`src/rtl/sgm_pkg.sv`:
```
// types, constants and helper functions of the spin gesture menu controller
// no dependencies
package sgm_pkg;

  localparam int unsigned TIME_W     = 32;
  localparam int unsigned ACC_W      = 15;
  localparam int unsigned YAW_W      = 32;
  localparam int unsigned TILT_W     = 16;
  localparam int unsigned CFG_ADDR_W = 3;
  localparam int unsigned CFG_DATA_W = 16;

  // register indexes
  localparam logic [CFG_ADDR_W-1:0] REG_WARMUP_MS         = 3'd0;
  localparam logic [CFG_ADDR_W-1:0] REG_REQUIRED_SWITCHES = 3'd1;
  localparam logic [CFG_ADDR_W-1:0] REG_IDLE_TIMEOUT      = 3'd2;
  localparam logic [CFG_ADDR_W-1:0] REG_ANGLE_TOLERANCE   = 3'd3;
  localparam logic [CFG_ADDR_W-1:0] REG_LEVEL_LIMIT_MG    = 3'd4;
  localparam logic [CFG_ADDR_W-1:0] REG_CONFIRM_TARGET    = 3'd5;

  // option codes
  localparam logic [1:0] OPT_UPRIGHT    = 2'd1;
  localparam logic [1:0] OPT_BETWEEN    = 2'd2;
  localparam logic [1:0] OPT_HORIZONTAL = 2'd3;

  localparam logic signed [TILT_W-1:0] TILT_OFFSET_MG = 16'sd50;
  localparam logic [TILT_W-1:0]        TILT_LOW_MG    = 16'd300;
  localparam logic [TILT_W-1:0]        TILT_HIGH_MG   = 16'd850;

  localparam logic [7:0] IDLE_MAX    = 8'hFF;
  localparam logic [5:0] SWITCH_MAX  = 6'h3F;
  localparam logic [2:0] CONFIRM_MAX = 3'h7;
  localparam logic [7:0] BLINK_LAST  = 8'hFF;

  typedef struct packed {
    logic [15:0] warmup_ms;
    logic [5:0]  required_switches;
    logic [7:0]  idle_timeout;
    logic [8:0]  angle_tolerance;
    logic [10:0] level_limit_mg;
    logic [2:0]  confirm_target;
  } cfg_t;

  localparam cfg_t CFG_RESET = '{
    warmup_ms:         16'd16000,
    required_switches: 6'd12,
    idle_timeout:      8'd40,
    angle_tolerance:   9'd10,
    level_limit_mg:    11'd450,
    confirm_target:    3'd4
  };

  typedef struct packed {
    logic                    menu_on;
    logic [1:0]              sel_opt;
    logic [1:0]              cand_opt;
    logic [2:0]              confirm_cnt;
    logic [7:0]              blink_cnt;
    logic [5:0]              switch_cnt;
    logic [7:0]              idle_cnt;
    logic signed [YAW_W-1:0] last_yaw;
    logic                    turning_pos;
  } st_t;

  localparam st_t ST_RESET = '{
    menu_on:     1'b1,
    sel_opt:     OPT_HORIZONTAL,
    cand_opt:    OPT_UPRIGHT,
    confirm_cnt: 3'd0,
    blink_cnt:   8'd0,
    switch_cnt:  6'd0,
    idle_cnt:    8'd0,
    last_yaw:    32'sd0,
    turning_pos: 1'b0
  };

  // |acc + 50 mg|, fits 16 bits unsigned
  function automatic logic [TILT_W-1:0] tilt_mg(input logic signed [ACC_W-1:0] acc);
    logic signed [TILT_W-1:0] s;
    s = $signed({acc[ACC_W-1], acc}) + TILT_OFFSET_MG;
    return s[TILT_W-1] ? TILT_W'(-s) : TILT_W'(s);
  endfunction

endpackage

```
`src/rtl/sgm_if.sv`:
```
// valid/ready channel interfaces for sensor ticks and menu results
// depends on sgm_pkg for field widths
interface sgm_in_if;
  logic                                  valid;
  logic                                  ready;
  logic [sgm_pkg::TIME_W-1:0]            time_ms;
  logic signed [sgm_pkg::ACC_W-1:0]      acc_z_mg;
  logic signed [sgm_pkg::YAW_W-1:0]      yaw_deg;

  modport source (output valid, time_ms, acc_z_mg, yaw_deg, input ready);
  modport sink   (input valid, time_ms, acc_z_mg, yaw_deg, output ready);
endinterface

interface sgm_out_if;
  logic       valid;
  logic       ready;
  logic       menu_active;
  logic [1:0] option;
  logic [2:0] confirm_level;
  logic [5:0] reversal_count;

  modport source (output valid, menu_active, option, confirm_level, reversal_count,
                  input ready);
  modport sink   (input valid, menu_active, option, confirm_level, reversal_count,
                  output ready);
endinterface

```
`src/rtl/spin_gesture_menu_controller.sv`:
```
// throughput: one tick per cycle while the output is not stalled; each tick is held in
// the input register, and one combinational pass of entry detection and menu logic
// feeds its result into the output register
// ready drops only while the output register holds an untaken beat and the
// input register is full; reset (rst_ni low, async) restores state, configuration and valid flags
module spin_gesture_menu_controller #(
  parameter int unsigned CONFIRM_PERIOD = 8
) (
  input  logic                              clk_i,
  input  logic                              rst_ni,
  input  logic                              cfg_we_i,
  input  logic [sgm_pkg::CFG_ADDR_W-1:0]    cfg_addr_i,
  input  logic [sgm_pkg::CFG_DATA_W-1:0]    cfg_wdata_i,
  sgm_in_if.sink                            in_i,
  sgm_out_if.source                         out_o
);

  localparam int unsigned PHASE_W = (CONFIRM_PERIOD > 1) ? $clog2(CONFIRM_PERIOD) : 1;

  sgm_pkg::cfg_t cfg_q;
  sgm_pkg::st_t  st_q;
  sgm_pkg::st_t  st_entry;
  sgm_pkg::st_t  st_d;
  logic [PHASE_W-1:0] phase_q;
  logic [PHASE_W-1:0] phase_d;

  logic                                 s1_valid_q;
  logic [sgm_pkg::TIME_W-1:0]           s1_time_q;
  logic signed [sgm_pkg::ACC_W-1:0]     s1_acc_q;
  logic signed [sgm_pkg::YAW_W-1:0]     s1_yaw_q;

  logic       out_valid_q;
  logic       out_menu_q;
  logic [1:0] out_opt_q;
  logic [2:0] out_conf_q;
  logic [5:0] out_rev_q;

  logic [sgm_pkg::TILT_W-1:0] tilt;
  logic advance;
  logic in_beat;
  logic blink_clr;
  logic past_warmup;

  assign advance  = s1_valid_q && (!out_valid_q || out_o.ready);
  assign in_i.ready = !s1_valid_q || advance;
  assign in_beat  = in_i.valid && in_i.ready;

  // configuration registers
  always_ff @(posedge clk_i or negedge rst_ni) begin
    if (!rst_ni) begin
      cfg_q <= sgm_pkg::CFG_RESET;
    end else if (cfg_we_i) begin
      unique case (cfg_addr_i)
        sgm_pkg::REG_WARMUP_MS:         cfg_q.warmup_ms         <= cfg_wdata_i;
        sgm_pkg::REG_REQUIRED_SWITCHES: cfg_q.required_switches <= cfg_wdata_i[5:0];
        sgm_pkg::REG_IDLE_TIMEOUT:      cfg_q.idle_timeout      <= cfg_wdata_i[7:0];
        sgm_pkg::REG_ANGLE_TOLERANCE:   cfg_q.angle_tolerance   <= cfg_wdata_i[8:0];
        sgm_pkg::REG_LEVEL_LIMIT_MG:    cfg_q.level_limit_mg    <= cfg_wdata_i[10:0];
        sgm_pkg::REG_CONFIRM_TARGET:    cfg_q.confirm_target    <= cfg_wdata_i[2:0];
        default: ;
      endcase
    end
  end

  // input register
  always_ff @(posedge clk_i or negedge rst_ni) begin
    if (!rst_ni) begin
      s1_valid_q <= 1'b0;
    end else if (in_i.ready) begin
      s1_valid_q <= in_i.valid;
    end
  end

  always_ff @(posedge clk_i) begin
    if (in_beat) begin
      s1_time_q <= in_i.time_ms;
      s1_acc_q  <= in_i.acc_z_mg;
      s1_yaw_q  <= in_i.yaw_deg;
    end
  end

  assign tilt = sgm_pkg::tilt_mg(s1_acc_q);

  sgm_entry u_entry (
    .cfg_i         (cfg_q),
    .st_i          (st_q),
    .time_ms_i     (s1_time_q),
    .tilt_i        (tilt),
    .yaw_i         (s1_yaw_q),
    .st_o          (st_entry),
    .blink_clr_o   (blink_clr),
    .past_warmup_o (past_warmup)
  );

  sgm_menu #(
    .CONFIRM_PERIOD (CONFIRM_PERIOD)
  ) u_menu (
    .cfg_i         (cfg_q),
    .st_i          (st_entry),
    .tilt_i        (tilt),
    .past_warmup_i (past_warmup),
    .blink_clr_i   (blink_clr),
    .phase_i       (phase_q),
    .st_o          (st_d),
    .phase_o       (phase_d)
  );

  // state moves with each tick that reaches the output register
  always_ff @(posedge clk_i or negedge rst_ni) begin
    if (!rst_ni) begin
      st_q    <= sgm_pkg::ST_RESET;
      phase_q <= '0;
    end else if (advance) begin
      st_q    <= st_d;
      phase_q <= phase_d;
    end
  end

  // output register
  always_ff @(posedge clk_i or negedge rst_ni) begin
    if (!rst_ni) begin
      out_valid_q <= 1'b0;
    end else if (advance) begin
      out_valid_q <= 1'b1;
    end else if (out_o.ready) begin
      out_valid_q <= 1'b0;
    end
  end

  always_ff @(posedge clk_i) begin
    if (advance) begin
      out_menu_q <= st_d.menu_on;
      out_opt_q  <= st_d.sel_opt;
      out_conf_q <= st_d.confirm_cnt;
      out_rev_q  <= st_d.switch_cnt;
    end
  end

  assign out_o.valid          = out_valid_q;
  assign out_o.menu_active    = out_menu_q;
  assign out_o.option         = out_opt_q;
  assign out_o.confirm_level  = out_conf_q;
  assign out_o.reversal_count = out_rev_q;

endmodule

```
`src/rtl/sgm_entry.sv`:
```
// menu entry detection: warm-up, yaw reversal counting, idle timeout
// depends on sgm_pkg
module sgm_entry (
  input  sgm_pkg::cfg_t                      cfg_i,
  input  sgm_pkg::st_t                       st_i,
  input  logic [sgm_pkg::TIME_W-1:0]         time_ms_i,
  input  logic [sgm_pkg::TILT_W-1:0]         tilt_i,
  input  logic signed [sgm_pkg::YAW_W-1:0]   yaw_i,
  output sgm_pkg::st_t                       st_o,
  output logic                               blink_clr_o,
  output logic                               past_warmup_o
);

  logic signed [sgm_pkg::YAW_W:0] yaw_diff;
  logic signed [sgm_pkg::YAW_W:0] tol_s;
  logic                           turn_up;
  logic                           turn_dn;
  logic                           in_warmup;

  // one extra bit keeps the difference exact
  assign yaw_diff = $signed({yaw_i[sgm_pkg::YAW_W-1], yaw_i})
                  - $signed({st_i.last_yaw[sgm_pkg::YAW_W-1], st_i.last_yaw});
  assign tol_s    = $signed({24'd0, cfg_i.angle_tolerance});
  assign turn_up  = yaw_diff > tol_s;
  assign turn_dn  = yaw_diff < -tol_s;

  assign in_warmup     = time_ms_i < {16'd0, cfg_i.warmup_ms};
  assign past_warmup_o = time_ms_i > {16'd0, cfg_i.warmup_ms};

  always_comb begin
    st_o        = st_i;
    blink_clr_o = 1'b0;
    if (in_warmup) begin
      st_o.menu_on = 1'b1;
    end else begin
      if (st_i.idle_cnt != sgm_pkg::IDLE_MAX) begin
        st_o.idle_cnt = st_i.idle_cnt + 8'd1;
      end
      // staff not level
      if (tilt_i > {5'd0, cfg_i.level_limit_mg}) begin
        st_o.switch_cnt = 6'd0;
        st_o.idle_cnt   = 8'd0;
      end
      if (turn_up && !st_i.turning_pos) begin
        if (st_o.switch_cnt != sgm_pkg::SWITCH_MAX) begin
          st_o.switch_cnt = st_o.switch_cnt + 6'd1;
        end
        st_o.turning_pos = 1'b1;
        st_o.idle_cnt    = 8'd0;
      end else if (turn_dn && st_i.turning_pos) begin
        if (st_o.switch_cnt != sgm_pkg::SWITCH_MAX) begin
          st_o.switch_cnt = st_o.switch_cnt + 6'd1;
        end
        st_o.turning_pos = 1'b0;
        st_o.idle_cnt    = 8'd0;
      end
      st_o.last_yaw = yaw_i;
      if (st_o.switch_cnt == cfg_i.required_switches) begin
        st_o.menu_on     = 1'b1;
        st_o.idle_cnt    = 8'd0;
        st_o.switch_cnt  = 6'd0;
        st_o.blink_cnt   = 8'd0;
        st_o.confirm_cnt = 3'd0;
        blink_clr_o      = 1'b1;
      end
      if (st_o.idle_cnt > cfg_i.idle_timeout) begin
        st_o.idle_cnt   = 8'd0;
        st_o.switch_cnt = 6'd0;
      end
    end
  end

endmodule

```
`src/rtl/sgm_menu.sv`:
```
// menu mode: option pick from tilt and periodic confirmation to leave
// depends on sgm_pkg
module sgm_menu #(
  parameter int unsigned CONFIRM_PERIOD = 8,
  localparam int unsigned PHASE_W = (CONFIRM_PERIOD > 1) ? $clog2(CONFIRM_PERIOD) : 1
) (
  input  sgm_pkg::cfg_t                cfg_i,
  input  sgm_pkg::st_t                 st_i,
  input  logic [sgm_pkg::TILT_W-1:0]   tilt_i,
  input  logic                         past_warmup_i,
  input  logic                         blink_clr_i,
  input  logic [PHASE_W-1:0]           phase_i,
  output sgm_pkg::st_t                 st_o,
  output logic [PHASE_W-1:0]           phase_o
);

  localparam logic [PHASE_W-1:0] PHASE_LAST = PHASE_W'(CONFIRM_PERIOD - 1);

  logic [PHASE_W-1:0] phase_base;
  logic [1:0]         sel;

  // phase tracks blink_cnt modulo the check period
  assign phase_base = blink_clr_i ? '0 : phase_i;

  always_comb begin
    priority if (tilt_i < sgm_pkg::TILT_LOW_MG) begin
      sel = sgm_pkg::OPT_HORIZONTAL;
    end else if (tilt_i > sgm_pkg::TILT_HIGH_MG) begin
      sel = sgm_pkg::OPT_UPRIGHT;
    end else begin
      sel = sgm_pkg::OPT_BETWEEN;
    end
  end

  always_comb begin
    st_o    = st_i;
    phase_o = phase_i;
    if (st_i.menu_on) begin
      st_o.sel_opt = sel;
      if (phase_base == '0 && past_warmup_i) begin
        if (st_i.cand_opt == sel) begin
          if (st_i.confirm_cnt != sgm_pkg::CONFIRM_MAX) begin
            st_o.confirm_cnt = st_i.confirm_cnt + 3'd1;
          end
        end else begin
          st_o.confirm_cnt = 3'd0;
          st_o.cand_opt    = sel;
        end
        if (st_o.confirm_cnt == cfg_i.confirm_target) begin
          st_o.menu_on    = 1'b0;
          st_o.idle_cnt   = 8'd0;
          st_o.switch_cnt = 6'd0;
        end
      end
      st_o.blink_cnt = st_i.blink_cnt + 8'd1;
      // wrap of the 8-bit blink counter restarts the phase too
      if (st_i.blink_cnt == sgm_pkg::BLINK_LAST || phase_base == PHASE_LAST) begin
        phase_o = '0;
      end else begin
        phase_o = phase_base + PHASE_W'(1);
      end
    end
  end

endmodule

```
`src/flat_wrapper.sv`:
```
// flat-port wrapper written by rule: the top's interface ports become plain ports
module spin_gesture_menu_controller_flat 
#(
  parameter int unsigned CONFIRM_PERIOD = 8
)
  (clk_i, rst_ni, cfg_we_i, cfg_addr_i, cfg_wdata_i, in_i_valid, in_i_time_ms, in_i_acc_z_mg, in_i_yaw_deg, in_i_ready, out_o_valid, out_o_menu_active, out_o_option, out_o_confirm_level, out_o_reversal_count, out_o_ready);
  sgm_in_if in_i_i ();
  sgm_out_if out_o_i ();
  input  logic clk_i;
  input  logic rst_ni;
  input  logic cfg_we_i;
  input  logic [sgm_pkg::CFG_ADDR_W-1:0] cfg_addr_i;
  input  logic [sgm_pkg::CFG_DATA_W-1:0] cfg_wdata_i;
  input wire logic [$bits(in_i_i.valid)-1:0] in_i_valid;
  input wire logic [$bits(in_i_i.time_ms)-1:0] in_i_time_ms;
  input wire logic [$bits(in_i_i.acc_z_mg)-1:0] in_i_acc_z_mg;
  input wire logic [$bits(in_i_i.yaw_deg)-1:0] in_i_yaw_deg;
  output wire logic [$bits(in_i_i.ready)-1:0] in_i_ready;
  output wire logic [$bits(out_o_i.valid)-1:0] out_o_valid;
  output wire logic [$bits(out_o_i.menu_active)-1:0] out_o_menu_active;
  output wire logic [$bits(out_o_i.option)-1:0] out_o_option;
  output wire logic [$bits(out_o_i.confirm_level)-1:0] out_o_confirm_level;
  output wire logic [$bits(out_o_i.reversal_count)-1:0] out_o_reversal_count;
  input wire logic [$bits(out_o_i.ready)-1:0] out_o_ready;
  assign in_i_i.valid = in_i_valid;
  assign in_i_i.time_ms = in_i_time_ms;
  assign in_i_i.acc_z_mg = in_i_acc_z_mg;
  assign in_i_i.yaw_deg = in_i_yaw_deg;
  assign in_i_ready = in_i_i.ready;
  assign out_o_valid = out_o_i.valid;
  assign out_o_menu_active = out_o_i.menu_active;
  assign out_o_option = out_o_i.option;
  assign out_o_confirm_level = out_o_i.confirm_level;
  assign out_o_reversal_count = out_o_i.reversal_count;
  assign out_o_i.ready = out_o_ready;
  spin_gesture_menu_controller #(.CONFIRM_PERIOD(CONFIRM_PERIOD)) u_core (.clk_i(clk_i), .rst_ni(rst_ni), .cfg_we_i(cfg_we_i), .cfg_addr_i(cfg_addr_i), .cfg_wdata_i(cfg_wdata_i), .in_i(in_i_i), .out_o(out_o_i));
endmodule
```
`config.mk`:
```
export PLATFORM = sky130hd
export DESIGN_NAME = spin_gesture_menu_controller_flat
export DESIGN_NICKNAME = d
export VERILOG_FILES = /design/src/rtl/sgm_pkg.sv /design/src/rtl/sgm_if.sv /design/src/rtl/spin_gesture_menu_controller.sv /design/src/rtl/sgm_entry.sv /design/src/rtl/sgm_menu.sv /design/src/flat_wrapper.sv
export SDC_FILE = /design/constraint.sdc
export NUM_CORES = 1
export LEC_CHECK = 0
export ABC_AREA = 1
export BUFFER_PORTS_ARGS = -buffer_cell sky130_fd_sc_hd__clkbuf_2
export CORE_MARGIN = 2
export CORE_UTILIZATION = 61
export DETAILED_ROUTE_END_ITERATION = 8
export GPL_TIMING_DRIVEN = 1
export PLACE_DENSITY = 0.89
export SLEW_MARGIN = 5
export SYNTH_ARGS = -nofsm -noshare
export SYNTH_HDL_FRONTEND = slang
export SYNTH_SLANG_ARGS = --single-unit
```
`constraint.sdc`:
```
create_clock -name clk_i -period 8.7 [get_ports clk_i]
set_input_delay 0.87 -clock clk_i [delete_from_list [all_inputs] [get_ports clk_i]]
set_output_delay 0.87 -clock clk_i [all_outputs]
set_load 0.01 [all_outputs]
```
==> summary.txt, run 1 <==
Synthesis
  • Syn_nets: 2180
  • Yosys warns: 0
  • Post-Synth XOR/XNOR Area: 1.98%
  • Mux share of post-synthesis cell area: 0.0687%
  • Seq/Total Area, Yosys: 39.7%
  • Post-synthesis cell type count: 53
  • Area contributors post-synth: edfxtp_1, dfrtp_1, nand2_1
  • Largest area contributor in the netlist: edfxtp_1
  • Avg Inst Size Synth: 7.45 sq um
  • Post-synth EDFFs: 91
  • Most common cell in the netlist: nand2_1
  • Post-synthesis compound-gate area fraction: 8.62%
  • Post-Syn Area: 0.0146 sq mm
  • Post-synthesis simple-gate area fraction: 29.2%
  • Fraction of registers with async set/reset: 57.1%
  • Top-area cell type share of the netlist area: 18.8%
  • Adder-Cell Fraction of Synth Area: 10.4%
  • Main combinational cell family by area after synthesis: simple AND/OR/NAND/NOR gates
  • Mapped Cells: 1956
  • Most common library cells after synthesis: nand2_1, inv_1, nor2_1
  • Post-synthesis register bit count: 212
  • Top FF cell, synth: dfrtp_1

Routing
  • M1 WL: 15.4 mm
  • DRC violations left: 0
  • Vias per inst: 5.40
  • Top layer in use: met4
  • Starting DRT DRC Count: 1043
  • Wire length per cell: 14.7 um
  • Wire length on met2: 16.3 mm
  • Detailed-routed wire length on met3: 2.68 mm
  • DR vias: 13.0k
  • Final ANT Viol Nets: 0
  • Total Wirelength: 35.4 mm
  • DR pass1 iterations: 6

Timing
  • RSZ-0062 raised after global routing: false
  • Final Hold Fails: 0
  • Fmax achieved: 0.134 GHz
  • Relative max-transition margin: 19.2%
  • Final Max Tran Viols: 0
  • Clock Skew: 19.8 ps
  • Slew @ Worst Pin: 1210 ps
  • Setup TNS: 0 ps
  • Final Cycle Share: 85.6%
  • Tmin final: 7450 ps
  • Final Setup Violations: 0

Critical path
  • Reg2reg setup slack: 1250 ps
  • Cell seen most often among critical-path stages: nand2_1
  • Startpoint types: flop
  • Critical Path AT: 7910 ps
  • R2R depth: 53
  • Slowest stage delay, CP: 490 ps
  • CP Launch Point: u_core.s1_acc_q[1]
  • WP data required: 9170 ps
  • Crit Path Category: reg2reg
  • Crit Reg-Reg Startpoint: u_core.s1_acc_q[1]
  • CP Max Fanout: 15
  • FF-to-FF End: u_core.st_q[42]
  • Critical-path top delay cell: edfxtp_1
  • CP endpoint kind: flop

Floorplan
  • Initial Util: 62.1%
  • Die width: 159 um
  • Die Y: 159 um
  • Num rows: 56
  • DIE AREA: 0.0251 sq mm
  • Top-level port count: 117
  • Core Region: 0.0235 sq mm

Placement
  • Dpl cells: 2365
  • Input/output buffers: 116
  • DP HPWL: 26.7 mm
  • Routability cong.: 0.947

Cells and area
  • Final Net Count: 2296
  • Diodes inserted: 0
  • Non-Filler Instances: 2409
  • P&R area growth vs syn: 11.8%
  • Layout cells sized above 1: 11.8%

GRT
  • Antenna violations before repair: 0
  • Largest net degree at the start of global routing: 67
  • Number of global-route vias before repair: 12.5k
  • First-pass GRT wire length: 58.1 mm
  • Total track usage: 28.8%
  • GRT overflow: 0

CTS
  • Clk Tree Root Cell: clkbuf_16
  • CTS clk-pin slew, worst paths: 60 ps
  • Clock Tree Buf Depth: 3
  • CTS buffer count: 24
  • Clock latency on the worst-skew pair: 540 ps
  • CTS hold repair buffers: 0
  • H-tree Lvls: 1
  • Num Clock Sinks: 212
  • Resize count post-CTS: 0
  • CTS tree: yes
  • Total setup buffers inserted after CTS: 0

Power
  • Flop pwr share: 31.9%
  • Peak supply drop: 191 uV
  • Pwr Density: 264 mW/mm^2
  • Clk network pwr share: 24.9%
  • Pint: 2.54 mW
  • Logic pwr share: 43.2%
  • Net switching power: 1.76 mW
  • Switching Fraction: 40.9%
  • Leak: 8.56 nW

Run status
  • Outcome: completed

Hold path
  • Hold crit path type: in2async

Job
  • Max-cap check violation count: 0
power groups by stage:
stage / clock network [mW] / logic [mW] / registers [mW]
3_3_place_gp: 0 / 1.75 / 1.38
5_1_grt: 1.13 / 2.11 / 1.39
3_5_place_dp: 0 / 1.82 / 1.38
4_1_cts: 1.09 / 1.84 / 1.37
6_report: 1.07 / 1.86 / 1.37
2_1_floorplan: 0 / 1.37 / 1.36
sequential cells by signal, summed over array words and instances, names as in the netlist:
register                     flops
u_core.out_o.option              2
u_core.out_o.menu_active         1
u_core.phase_q                   3
u_core.s1_acc_q                 15
u_core.out_o.valid               1
u_core.s1_valid_q                1
u_core.out_o.reversal_count      6
u_core.st_q                     63
u_core.out_o.confirm_level       3
u_core.s1_time_q                32
u_core.cfg_q                    53
u_core.s1_yaw_q                 32
metal layers:
layer | up-vias | GRT usage, %
met2 | 468 | 47.8
met4 | 0 | 9.40
li1 | 6483 | -
met3 | 80 | 4.90
met5 | - | 0
met1 | 5989 | 38.5
area by class of cell:
cell class | count | area (sq um)
flip-flops and latches | 212 | 5790
multi-input cells | 1364 | 7330
clock inverters | 11 | 163
fillers | 1883 | 7170
repair buffers | 120 | 613
well taps | 319 | 399
inverters | 350 | 1320
clock buffers | 33 | 694
through the flow:
| step | util (%) | hold slack, ps | area (sq um) | setup WS (ps) | power (mW) |
|---|---|---|---|---|---|
| 6_report | 69.4 | 437 | 16300 | 1250 | 4.30 |
| 5_1_grt | 69.4 | 484 | 16300 | 316 | 4.63 |
| 4_1_cts | 69.4 | 452 | 16300 | 1310 | 4.30 |
| 3_5_place_dp | 65.8 | 468 | 15400 | 1370 | 3.20 |
| 3_3_place_gp | 65.8 | 458 | 15400 | 1680 | 3.13 |
| 2_1_floorplan | - | 448 | 14600 | 2430 | 2.73 |
cells in the final DEF (no fill, tap or decap), types with 5 or more instances in the layout:
cell type / instances
nand4_1: 44
buf_4: 5
nand3b_1: 7
nor3_1: 18
nand2_1: 605
and2_1: 7
a21oi_2: 8
inv_2: 13
nor2_4: 5
dfrtp_1: 100
nand3_1: 96
nand2_2: 13
a21oi_1: 93
nand3_2: 9
clkbuf_16: 24
inv_1: 333
xor2_1: 26
xnor2_1: 7
o21ai_0: 94
edfxtp_1: 91
ha_1: 120
clkbuf_8: 6
clkbuf_2: 115
nor2_1: 152
a31oi_1: 8
dfstp_2: 21
o21a_1: 6
nor4_1: 9
cell families after synthesis:
kind of cell / after synthesis
and+or+nand+nor: 982
DFF: 212
buffers and inverters: 380
adders and majority gates: 121
muxes: 1
AOI/OAI and AO/OA: 227
xor gates and xnor gates: 33
critical path: cells and delay by family, from the launching register on:
family	cells	cell delay, ps
compound gates	7	1570
xor+xnor	1	220
fa+ha+maj	4	1060
buf+inv	7	870
flops	1	490
simple gates	34	3170
worst max path at each step:
stage                           end  slack, ps
finish              u_core.st_q[42]       1250
global route        u_core.st_q[44]        320
CTS                 u_core.st_q[42]       1310
detailed placement  u_core.st_q[42]       1370
global placement    u_core.st_q[42]       1680
floorplan           u_core.st_q[46]       2430
Power figures use the tool's default switching activity.
==> inputs of run 2 (changes only) <==
--- a/config.mk
+++ b/config.mk
@@ -8,11 +8,12 @@
 export ABC_AREA = 1
 export BUFFER_PORTS_ARGS = -buffer_cell sky130_fd_sc_hd__clkbuf_2
 export CORE_MARGIN = 2
-export CORE_UTILIZATION = 61
+export CORE_UTILIZATION = 62
 export DETAILED_ROUTE_END_ITERATION = 8
 export GPL_TIMING_DRIVEN = 1
-export PLACE_DENSITY = 0.89
+export PLACE_DENSITY = 0.9
 export SLEW_MARGIN = 5
 export SYNTH_ARGS = -nofsm -noshare
 export SYNTH_HDL_FRONTEND = slang
+export SYNTH_HIERARCHICAL = 1
 export SYNTH_SLANG_ARGS = --single-unit
==> summary.txt, run 2 <==
GRT
  • GRT overflow: 0
  • Number of global-route vias before repair: 13.6k
  • First-pass GRT wire length: 60.8 mm
  • Antenna violations before repair: 0
  • Total track usage: 27.9%
  • Largest net degree at the start of global routing: 79

Timing
  • Final Max Tran Viols: 0
  • Final Hold Fails: 0
  • Fmax achieved: 0.145 GHz
  • Final Cycle Share: 79.0%
  • Relative max-transition margin: 36.6%
  • Clock Skew: 19.6 ps
  • Tmin final: 6880 ps
  • RSZ-0062 raised after global routing: false
  • Final Setup Violations: 0
  • Setup TNS: 0 ps
  • Slew @ Worst Pin: 950 ps

Synthesis
  • Post-Syn Area: 0.0154 sq mm
  • Top-area cell type share of the netlist area: 18.5%
  • Seq/Total Area, Yosys: 37.6%
  • Post-synthesis cell type count: 48
  • Yosys warns: 6
  • Avg Inst Size Synth: 7.23 sq um
  • Most common library cells after synthesis: nand2_1, inv_1, nor2_1
  • Area contributors post-synth: nand2_1, edfxtp_1, dfrtp_1
  • Post-synthesis register bit count: 212
  • Post-synth EDFFs: 91
  • Most common cell in the netlist: nand2_1
  • Top FF cell, synth: dfrtp_1
  • Fraction of registers with async set/reset: 57.1%
  • Mapped Cells: 2128
  • Largest area contributor in the netlist: nand2_1

Cells and area
  • Sequential Area: 0.00579 sq mm
  • Top flop regs: u_core/st_q x63, u_core/cfg_q x53
  • Most frequent cells in the layout: nand2_1, inv_1, nor2_1, ha_1, clkbuf_2
  • Final Core Density: 68.8%
  • P&R area growth vs syn: 8.80%
  • Diodes inserted: 0
  • Design area: 0.0167 sq mm
  • Layout cells sized above 1: 12.8%
  • Multi-input logic area: 0.00789 sq mm
  • Largest register FFs: 63
  • Top reg by flops: u_core/st_q
  • Number of fill cells: 1921
  • Final Net Count: 2428
  • Commonest non-fill, non-tap cell in the layout: nand2_1

Routing
  • DRC violations left: 0
  • Wire length per cell: 14.0 um
  • DR vias: 13.6k
  • DR pass1 iterations: 5
  • Total Wirelength: 35.5 mm
  • Vias per inst: 5.34
  • Starting DRT DRC Count: 1017
  • Final ANT Viol Nets: 0

Floorplan
  • DIE AREA: 0.0261 sq mm
  • Die Y: 162 um
  • Initial Util: 63.3%
  • Die width: 162 um
  • Top-level port count: 117
  • Num rows: 57
  • Core Region: 0.0243 sq mm

CTS
  • Clock Tree Buf Depth: 3
  • CTS buffer count: 24
  • Resize count post-CTS: 0
  • CTS hold repair buffers: 0
  • Clk Tree Root Cell: clkbuf_16
  • Num Clock Sinks: 212
  • H-tree Lvls: 1
  • Total setup buffers inserted after CTS: 0
  • Clock latency on the worst-skew pair: 540 ps
  • CTS clk-pin slew, worst paths: 60 ps
  • CTS tree: yes

Placement
  • DP HPWL: 26.2 mm
  • Cell Area, Placed: 0.0160 sq mm
  • Input/output buffers: 116
  • Routability cong.: 0.928

Critical path
  • Crit Path Category: reg2reg
  • Critical-path top delay cell: edfxtp_1
  • WP data required: 9160 ps
  • FF-to-FF End: u_core/st_q[34]
  • Slowest stage delay, CP: 480 ps
  • Critical Path AT: 7340 ps
  • Reg2reg setup slack: 1820 ps
  • Cell seen most often among critical-path stages: nand2_1
  • R2R depth: 50
  • Crit Reg-Reg Startpoint: u_core/s1_acc_q[1]
  • CP Max Fanout: 17
  • CP endpoint kind: flop
  • Startpoint types: flop

Hold path
  • Hold crit path type: in2async

Power
  • Pwr Density: 250 mW/mm^2
  • Total power: 4.18 mW
  • Leak: 8.93 nW
  • Peak supply drop: 173 uV

Job
  • Max-cap check violation count: 0

Run status
  • Outcome: completed
run 2: changes by cell type in the layout (fill, tap and decap cells not counted), moves of 7 or more:
cell     before  now
nand2_1     605  756
a21oi_1      93   61
inv_1       333  307
o21ai_0      94  112
inv_2        13   30
nand2_2      13   23
nand2_4       0    7
run 2: worst max-delay path: cells and delay by family (launching register included):
family | cells | cell delay, ps
adders and majority gates | 4 | 1170
DFF | 1 | 480
buffers and inverters | 7 | 830
and+or+nand+nor | 33 | 3510
xor gates and xnor gates | 1 | 260
AOI/OAI and AO/OA | 5 | 530
run 2: worst max-delay path by stage:
| stage | from | to | slack [ps] | cells past startpoint |
|---|---|---|---|---|
| after floorplan | u_core/s1_acc_q[1] | u_core/st_q[37] | 3040 | 50 |
| after global placement | u_core/s1_acc_q[1] | u_core/st_q[33] | 2170 | 45 |
| after detailed placement | u_core/s1_acc_q[1] | u_core/st_q[46] | 1920 | 46 |
| after CTS | u_core/s1_acc_q[1] | u_core/st_q[46] | 1890 | 46 |
| after global routing | u_core/s1_acc_q[1] | u_core/st_q[46] | 1070 | 48 |
| final | u_core/s1_acc_q[1] | u_core/st_q[34] | 1820 | 50 |
run 2: power by group:
part           switching (mW)  internal [mW]  leakage, nW
Clock                   0.413          0.552        0.357
Sequential              0.110           1.25         2.38
Combinational            1.22          0.627         6.19
run 2: cell type report:
class                      instances  area share, %
tap                              324           2.42
clock inverter                    11          0.658
multi-input combinational       1505           47.1
timing repair buffer             122           3.75
clock buffer                      33           3.85
sequential                       212           34.6
inverter                         339           7.61
run 2: routing by layer:
| metal | GRT usage, % | up-vias | wire [um] |
|---|---|---|---|
| met5 | 0 | - | 0 |
| met4 | 10.3 | 0 | 1160 |
| met3 | 4.62 | 94 | 2330 |
| met2 | 48.2 | 446 | 16800 |
| met1 | 35.4 | 6221 | 15300 |
| li1 | - | 6832 | - |
run 2: kinds of logic after synthesis:
| logic type | Yosys count | synth area share (%) |
|---|---|---|
| xor gates and xnor gates | 39 | 2.32 |
| and+or+nand+nor | 1141 | 31.8 |
| buffers and inverters | 412 | 11.2 |
| AOI/OAI and AO/OA | 197 | 6.81 |
| adders and majority gates | 121 | 9.89 |
| muxes | 5 | 0.366 |
| DFF | 212 | 37.6 |
| other | 1 | 0.0244 |
run 2: stage by stage:
stage          cells  hold WS [ps]  setup slack [ps]
6_report        2546           272              1820
3_3_place_gp    2502           457              2170
3_5_place_dp    2502           458              1920
4_1_cts         2546           274              1890
5_1_grt         2546           286              1070
2_1_floorplan   2129           448              3040
